<file path="src/sv/sust_pkg.sv">
// Shared types and constants for the sorted unique set table.
`timescale 1ns / 1ps
package sust_pkg;

    localparam int CAPACITY = 64;
    localparam int KEY_W    = 32;
    localparam int CNT_W    = $clog2(CAPACITY + 1);
    localparam int REQ_W    = 2;
    localparam int STAT_W   = 4;

    typedef enum logic [REQ_W-1:0] {
        REQ_SEARCH = 2'd0,
        REQ_INSERT = 2'd1,
        REQ_CLEAR  = 2'd2,
        REQ_SPARE  = 2'd3
    } t_req;

    typedef enum logic [STAT_W-1:0] {
        STAT_FOUND   = 4'd0,
        STAT_EMPTY   = 4'd1,
        STAT_BELOW   = 4'd2,
        STAT_ABOVE   = 4'd3,
        STAT_ABSENT  = 4'd4,
        STAT_EXISTS  = 4'd5,
        STAT_NEW     = 4'd6,
        STAT_FULL    = 4'd7,
        STAT_CLEARED = 4'd8
    } t_status;

    typedef enum logic {
        ST_IDLE = 1'b0,
        ST_EXEC = 1'b1
    } t_state;

    typedef struct packed {
        logic             ins;
        logic             clr;
        logic [KEY_W-1:0] key;
    } t_cell_ctl;

    typedef struct packed {
        logic lt;
        logic eq;
        logic bnd;
    } t_cell_flags;

endpackage

</file>
<file path="src/sv/sust_cell.sv">
// One storage cell of the sorted key chain: holds a key, compares, shifts up.
`timescale 1ns / 1ps
module sust_cell (
    input  logic                        i_clk,
    input  logic                        i_rst_n,
    input  logic                        i_cmp_en,
    input  logic [sust_pkg::KEY_W-1:0]  i_cmp_key,
    input  sust_pkg::t_cell_ctl         i_ctl,
    input  logic                        i_prev_lt,
    input  logic [sust_pkg::KEY_W-1:0]  i_prev_key,
    input  logic                        i_prev_occ,
    output sust_pkg::t_cell_flags       o_flags,
    output logic [sust_pkg::KEY_W-1:0]  o_key,
    output logic                        o_occ
);
    import sust_pkg::*;

    logic [KEY_W-1:0] r_key;
    logic             r_occ;
    logic             r_lt;
    logic             r_eq;
    logic             w_bnd;

    assign w_bnd = !r_lt && i_prev_lt;

    always_ff @(posedge i_clk) begin
        if (!i_rst_n) begin
            r_occ <= 1'b0;
            r_lt  <= 1'b0;
            r_eq  <= 1'b0;
        end else begin
            if (i_cmp_en) begin
                r_lt <= r_occ && (r_key < i_cmp_key);
                r_eq <= r_occ && (r_key == i_cmp_key);
            end
            if (i_ctl.clr) begin
                r_occ <= 1'b0;
            end else if (i_ctl.ins) begin
                if (w_bnd) begin
                    r_occ <= 1'b1;
                end else if (!r_lt) begin
                    r_occ <= i_prev_occ;
                end
            end
        end
    end

    // take the new key at the boundary, shift the upper part of the chain up
    always_ff @(posedge i_clk) begin
        if (i_ctl.ins) begin
            if (w_bnd) begin
                r_key <= i_ctl.key;
            end else if (!r_lt) begin
                r_key <= i_prev_key;
            end
        end
    end

    assign o_flags.lt  = r_lt;
    assign o_flags.eq  = r_eq;
    assign o_flags.bnd = w_bnd;
    assign o_key       = r_key;
    assign o_occ       = r_occ;

endmodule

</file>
<file path="config.mk">
export PLATFORM = sky130hd
export DESIGN_NAME = sust_cell
export DESIGN_NICKNAME = d
export VERILOG_FILES = /design/src/sv/sust_pkg.sv /design/src/sv/sust_cell.sv
export SDC_FILE = /design/constraint.sdc
export NUM_CORES = 1
export LEC_CHECK = 0
export BUFFER_PORTS_ARGS = -buffer_cell sky130_fd_sc_hd__buf_2
export CORE_UTILIZATION = 47
export DETAILED_ROUTE_END_ITERATION = 8
export PLACE_DENSITY = 0.84
export SETUP_SLACK_MARGIN = 0.05
export SYNTH_ARGS = -nofsm -noshare
export SYNTH_HDL_FRONTEND = slang
export SYNTH_SLANG_ARGS = --single-unit
</file>
<file path="constraint.sdc">
create_clock -name i_clk -period 6.2 [get_ports i_clk]
set_input_delay 1.55 -clock i_clk [delete_from_list [all_inputs] [get_ports i_clk]]
set_output_delay 1.55 -clock i_clk [all_outputs]
set_load 0.005 [all_outputs]
</file>
==> summary.md, run 1 <==
| Metric | Value |
|---|---|
| Commonest non-fill, non-tap cell in the layout | `buf_2` |
| CP top delay family | `simple AND/OR/NAND/NOR gates` |
| Most common cell on crit path | `buf_2` |
| Power Dens Cells | `about 200 mW/mm2` |
| Pins over their slew limit | `0` |
| Setup TNS | `0 ns` |
| Post-synthesis xor/xnor area fraction | `0%` |
| DR vias/cell | `about 5` |
| Synth Area in Compound Gates | `7.81%` |
| CTS Buffer Depth | `2` |
| Crit-path slowest cell | `nor2b_4` |
| Commonest non-fill, non-tap cells in the layout | `buf_2 (138), inv_1 (33), mux2_2 (32), ha_1 (32), edfxtp_1 (32)` |
| Post-CTS setup buffers | `0` |
| Clock Latency Late Sink | `roughly 0.28 ns` |
| Min Tclk post-route | `4.18 ns` |
| Clk slew on worst S/H paths | `around 0.070 ns` |
| WL/cell | `13.3 um` |
| Layout cells sized above 1 | `53.6%` |
| Clock Skew | `a little over 0.008 ns` |
| Total CTS buffers | `5` |
| H-tree depth | `2` |
| Iter 0 DRT Violations | `75` |
| Static Leak | `roughly 1.6 nW` |
| Routed WL | `between 5000 and 6000 um` |
| Multiplexer share of the synthesized area | `15.7%` |
| Slew at the pin closest to its max-slew limit | `about 0.93 ns` |
| Post-Synthesis Cell Area | `around 0.0023 mm2` |
| Syn_nets | `about 330` |
| Final Cycle Share | `approximately two thirds` |
| DRT Pass-1 Iters | `4` |
| Rel. slew slack | `a little under two fifths` |
| Critical path startpoint category | `primary input` |
| Port-buffer cells | `138` |
| Detailed-route DRC error count | `0` |
| RSZ-0062 raised after global routing | `false` |
| Chip Width | `71.8 um` |
| CP max stage delay | `approximately 0.74 ns` |
| Starting Density | `about 50%` |
| Via Count | `approximately 2000` |
| CP Launch Point | `i_prev_lt` |
| CP max FO | `33` |
| FF-to-FF Start | `o_key[14]` |
| GRT overflow | `0` |
| Number of global-route vias before repair | `just over 2000` |
| Die height | `approximately 70 um` |
| Crit path DAT | `around 2.6 ns` |
| Clk root buf | `clkbuf_8` |
| Adder-cell share of the synthesized area | `17.5%` |
| FMAX | `approximately 240 MHz` |
| Max cap viols | `0` |
| FF+latch count, synth | `35` |
| Cts hold-fix bufs | `0` |
| Endpoints failing hold | `0` |
| Simple-Gate Fraction of Synth Area | `7.21%` |
| Resize count post-CTS | `0` |
| Synth cell types | `28` |
| WS Path Type | `in2out` |
| Bufs and invs on worst path | `2` |
| Routed Antenna Nets | `0` |
| Hold path start | `r_eq` |
| Final core occ | `about two thirds` |
| Worst hold path type | `reg2reg` |
| Post-Synthesis Cells | `between 150 and 200` |
| Hpwl dp | `4250 um` |
| Mean Syn Cell Area | `around 12 um2` |
| # clock sinks | `35` |
| TritonCTS clock tree | `yes` |
| Sequential area share after synthesis | `about 45%` |
| Layout Nets | `~470` |
| First-pass GRT wire length | `8250 um` |
| Ys Warns | `0` |
| Initial antenna violation count | `0` |
| Num ports | `between 100 and 150` |
| Die area | `0.00516 mm2` |
| GRT Total Usage | `a little over a fifth` |
| Crit-path cells | `buf_2, nor2b_4, buf_2` |
| Largest net degree at the start of global routing | `35` |
| Row count | `25` |
| Largest family of logic cells by synthesized area | `adder cells` |
| Routability congestion estimate | `between 0.7 and 0.8` |
| Maximum vdd ir drop | `~0.00019 V` |
| Synth-to-Final Area Change | `36.6%` |
| Number of setup violations in the final report | `0` |
| Run status | `complete, no violations` |
| CP endpoint kind | `output port` |
| Worst EP required | `roughly 4.7 ns` |
| Core ar. | `~0.0047 mm2` |
| ANT cells | `0` |
## Yosys cell counts, drive strengths merged
library cell  number  area (um2)
dfxtp              3        60.1
a211oi             2        20.0
nand4              7        43.8
nor2               6        22.5
ha                32         400
nand2              8        30.0
o21ai              3        15.0
o211ai             2        15.0
a2111oi            2        17.5
a221o              1        10.0
buf                6        37.5
a21boi             2        15.0
nand3              4        20.0
mux2              32         360
nor2b              3        18.8
a21oi             13        68.8
o311a              1        10.0
edfxtp            32         961
nor3               1        5.00
inv               33         124
a21o               1        7.51
nor4               2        12.5
nand2b             2        12.5
clkbuf             1        3.75
## final timing paths
path / to / slack [ns] / depth (start not counted)
hold / removal: r_eq / 0.48 / 2
setup reg to reg: r_lt / 4.23 / 6
hold reg to reg: r_eq / 0.48 / 2
setup / recovery: o_flags[0] / 2.02 / 3
## area by class of cell
cell class	instances	area, um2
multi-input combinational	124	1120
tap	54	67.6
fill	380	1560
clock buffer	5	68.8
sequential	35	1020
clock inverter	3	38.8
inverter	33	124
timing repair buffer	138	691
## layer usage
layer | GRT usage [%] | part of all wire (%)
met4 | 7.41 | 1.5
met5 | 0 | 0
met2 | 40.0 | 55
met3 | 3.80 | 5.2
met1 | 23.1 | 39
## kinds of logic (layout without fill, tap and decap cells)
logic type / count (synthesis) / in the layout
mux: 32 / 32
fa+ha+maj: 32 / 32
buf+inv: 40 / 179
simple gates: 33 / 33
flops: 35 / 35
compound gates: 27 / 27
## through the flow
stage | area, um2 | total power [mW] | setup slack, ns | hold WS, ns | instances
3_3_place_gp | 3020 | 0.418 | 2.05 | 0.461 | 384
5_1_grt | 3130 | 0.654 | 1.90 | 0.489 | 392
2_1_floorplan | 2290 | 0.362 | 2.44 | 0.445 | 199
4_1_cts | 3130 | 0.623 | 1.99 | 0.473 | 392
6_report | 3130 | 0.619 | 2.02 | 0.476 | 392
3_5_place_dp | 3020 | 0.425 | 1.98 | 0.461 | 384
## registers in the layout, summed over array words and instances (netlist names)
signal and cells:
r_eq 1, o_key 32, r_lt 1, o_occ 1
## worst register-to-register path, cell delays in order (launching register included)
cell and delay, ns:
edfxtp_1 0.40, ha_1 0.35, nand4_1 0.17, nor4_1 0.49, a21boi_1 0.23, o311a_1 0.19, a211oi_2 0.04
## where the power goes
group | switching, mW | internal (mW) | leakage (nW)
Clock | 0.0815 | 0.118 | 0.0556
Sequential | 0.00859 | 0.278 | 0.337
Combinational | 0.0601 | 0.0729 | 1.20
Total | 0.150 | 0.469 | 1.60
(Power assumes the default switching activity.)
==> run 2, diff against run 1 <==
CORE_UTILIZATION = 39   (was 47)
PLACE_DENSITY = 0.74   (was 0.84)
clock period = 3.5 ns   (was 6.2 ns; I/O delays follow)
==> summary.md, run 2 (same netlist as run 1, synthesis figures left out) <==
| Metric | Value |
|---|---|
| Run status | `complete, no violations` |
| Static Leak | `1.59 nW (-0.23%)` |
| Largest net degree at the start of global routing | `33 (-5.7%)` |
| Clk slew on worst S/H paths | `0.07 ns (about the same)` |
| Design Power | `1.02 mW (+65%)` |
| Switch share | `25.4% (+1.2 points)` |
| Core ar. | `0.00557 mm2 (+19%)` |
| Starting Density | `41.1% (-7.7 points)` |
| Chip Width | `78.6 um (+9.5%)` |
| RSZ-0062 raised after global routing | `false` |
| Bufs and invs on worst path | `2 (unchanged)` |
| FMAX | `434 MHz` |
| CTS Buffer Depth | `2 (unchanged)` |
| Routed Antenna Nets | `0 (unchanged)` |
| FF-to-FF End | `r_lt` |
| Initial antenna violation count | `0 (unchanged)` |
| Row count | `27 (+8.0%)` |
| WS Path Type | `in2reg` |
| Worst Hold Depth | `2 (unchanged)` |
| Critical path startpoint category | `primary input` |
| Clock share of power | `27.1% (-5.1 points)` |
| DRT Pass-1 Iters | `6 (+2)` |
| Iter 0 DRT Violations | `56 (-25%)` |
| Routed WL | `5530 um (+6.3%)` |
| Hold Path End | `r_eq` |
| Crit path DAT | `2.47 ns (-0.16 ns)` |
| DR vias/cell | `4.82 (-4.4%)` |
| First-pass GRT wire length | `8710 um (+5.6%)` |
| GRT Total Usage | `18.5% (-2.5 points)` |
| FF-to-FF Start | `o_key[14]` |
| Setup TNS | `0 ns (unchanged)` |
| Via Count | `1986 (+0.46%)` |
| Synth-to-Final Area Change | `37.1%` |
| CP max stage delay | `0.49 ns (-0.25 ns)` |
| Number of setup violations in the final report | `0 (unchanged)` |
| Commonest non-fill, non-tap cell in the layout | `buf_2` |
| CP max FO | `3 (-91%)` |
| Layout Nets | `474 (+0.42%)` |
| Detailed-route DRC error count | `0 (unchanged)` |
| Max cap viols | `0 (unchanged)` |
| Routability congestion estimate | `0.831 (+13%)` |
| Combinational power share | `23.2% (+1.7 points)` |
| R2r setup slk | `1.48 ns (-2.75 ns)` |
| Maximum vdd ir drop | `0.000203 V (+7.7%)` |
| Layout cells sized above 1 | `53.5% (about the same)` |
| Hold path start | `r_eq` |
| CP endpoint kind | `register` |
| Sw Pwr | `0.260 mW (+73%)` |
| Worst EP required | `3.67 ns (-0.98 ns)` |
| CP top delay family | `simple AND/OR/NAND/NOR gates` |
| TritonCTS clock tree | `yes` |
| Total CTS buffers | `5 (unchanged)` |
| Max FFs per register | `32 (unchanged)` |
| Hpwl dp | `4580 um (+7.8%)` |
| H-tree depth | `2 (unchanged)` |
| ANT cells | `0 (unchanged)` |
| Rel. slew slack | `60.7% (+23 points)` |
| Final Cycle Share | `between 60% and 70%` |
| Number of global-route vias before repair | `2042 (+1.2%)` |
| GRT overflow | `0 (unchanged)` |
| Die height | `78.6 um (+9.5%)` |
| Worst hold path type | `reg2reg` |
| Cell-internal power | `0.763 mW (+63%)` |
| FF-to-FF path depth | `6 (unchanged)` |
| Slew at the pin closest to its max-slew limit | `0.589 ns (-0.338 ns)` |
| Die area | `0.00619 mm2 (+20%)` |
| Endpoints failing hold | `0 (unchanged)` |
| # clock sinks | `35 (unchanged)` |
| Post-CTS setup buffers | `0 (unchanged)` |
| WL/cell | `13.4 um (+1.1%)` |
| Reg power frac | `49.7% (+3.4 points)` |
| Clock Latency Late Sink | `0.28 ns (about the same)` |
| Resize count post-CTS | `0 (unchanged)` |
| Clk root buf | `clkbuf_8` |
| Pins over their slew limit | `0 (unchanged)` |
| Num ports | `139 (unchanged)` |
| Crit-path slowest cell | `nor4_1` |
| Power Dens Cells | `326 mW/mm2 (+65%)` |
| Crit-path cells | `buf_2, inv_1, ha_1, nand4_1, nor4_1, a21boi_1, o311a_1, a211oi_2` |
| Clock Skew | `0.00683 ns (-0.00133 ns)` |
| Min Tclk post-route | `roughly 2.3 ns` |
| Commonest non-fill, non-tap cells in the layout | `buf_2 (138), inv_1 (33), mux2_2 (32), ha_1 (32), edfxtp_1 (32)` |
| Port-buffer cells | `138 (unchanged)` |
| Cts hold-fix bufs | `0 (unchanged)` |
-- run 2: cell count changes in the layout (fill, tap and decap cells not counted), sizes merged --
cell / delta
clkinv: -1
bufinv: -1
clkbuf: +2
buf: +2
-- run 2: how the worst max path moves through the flow --
stage / endpoint / start / cells past startpoint
global placement: r_lt / i_cmp_key[14] / 8
global route: r_lt / i_cmp_key[14] / 8
finish: r_lt / i_cmp_key[14] / 8
detailed placement: r_lt / i_cmp_key[14] / 8
CTS: r_lt / i_cmp_key[14] / 8
floorplan: o_occ / i_ctl[33] / 2
-- run 2: power by group through the flow --
| stage | clock network (mW) | logic, mW | registers, mW |
|---|---|---|---|
| after global placement | 0 | 0.231 | 0.516 |
| after CTS | 0.288 | 0.241 | 0.509 |
| after floorplan | 0 | 0.122 | 0.520 |
| after detailed placement | 0 | 0.240 | 0.518 |
| after global routing | 0.307 | 0.268 | 0.512 |
| final | 0.277 | 0.237 | 0.509 |
-- run 2: stage by stage --
step	std cells	hold WS, ns	setup WS (ns)	cell area (um2)	utilization (%)
final	412	0.474	1.19	3140	56.4
after global routing	412	0.493	1.09	3140	56.4
after CTS	412	0.478	1.20	3140	56.4
after detailed placement	404	0.467	0.911	3060	54.9
after global placement	404	0.457	0.964	3060	54.9
after floorplan	199	0.445	0.603	2290	-
-- run 2: tightest hold or removal path: stages, from the launching register on --
cell      delay [ns]
dfxtp_1         0.31
nand2b_1        0.07
a21oi_1         0.05
-- run 2: per-layer routing --
metal / part of all wire [%] / wire length (um) / GRT usage (%)
met1: 40 / 2210 / 20.2
met3: 5.8 / 318 / 3.95
met5: 0 / 0 / 0
met2: 53 / 2910 / 34.3
met4: 1.5 / 85 / 7.04
-- run 2: layout make-up --
cell class	instances	area, um2
Fill cell	527	2430
Multi-Input combinational cell	124	1120
Sequential cell	35	1020
Timing Repair Buffer	140	706
Inverter	33	124
Tap cell	72	90.1
Clock buffer	7	76.3
Clock inverter	1	5.00
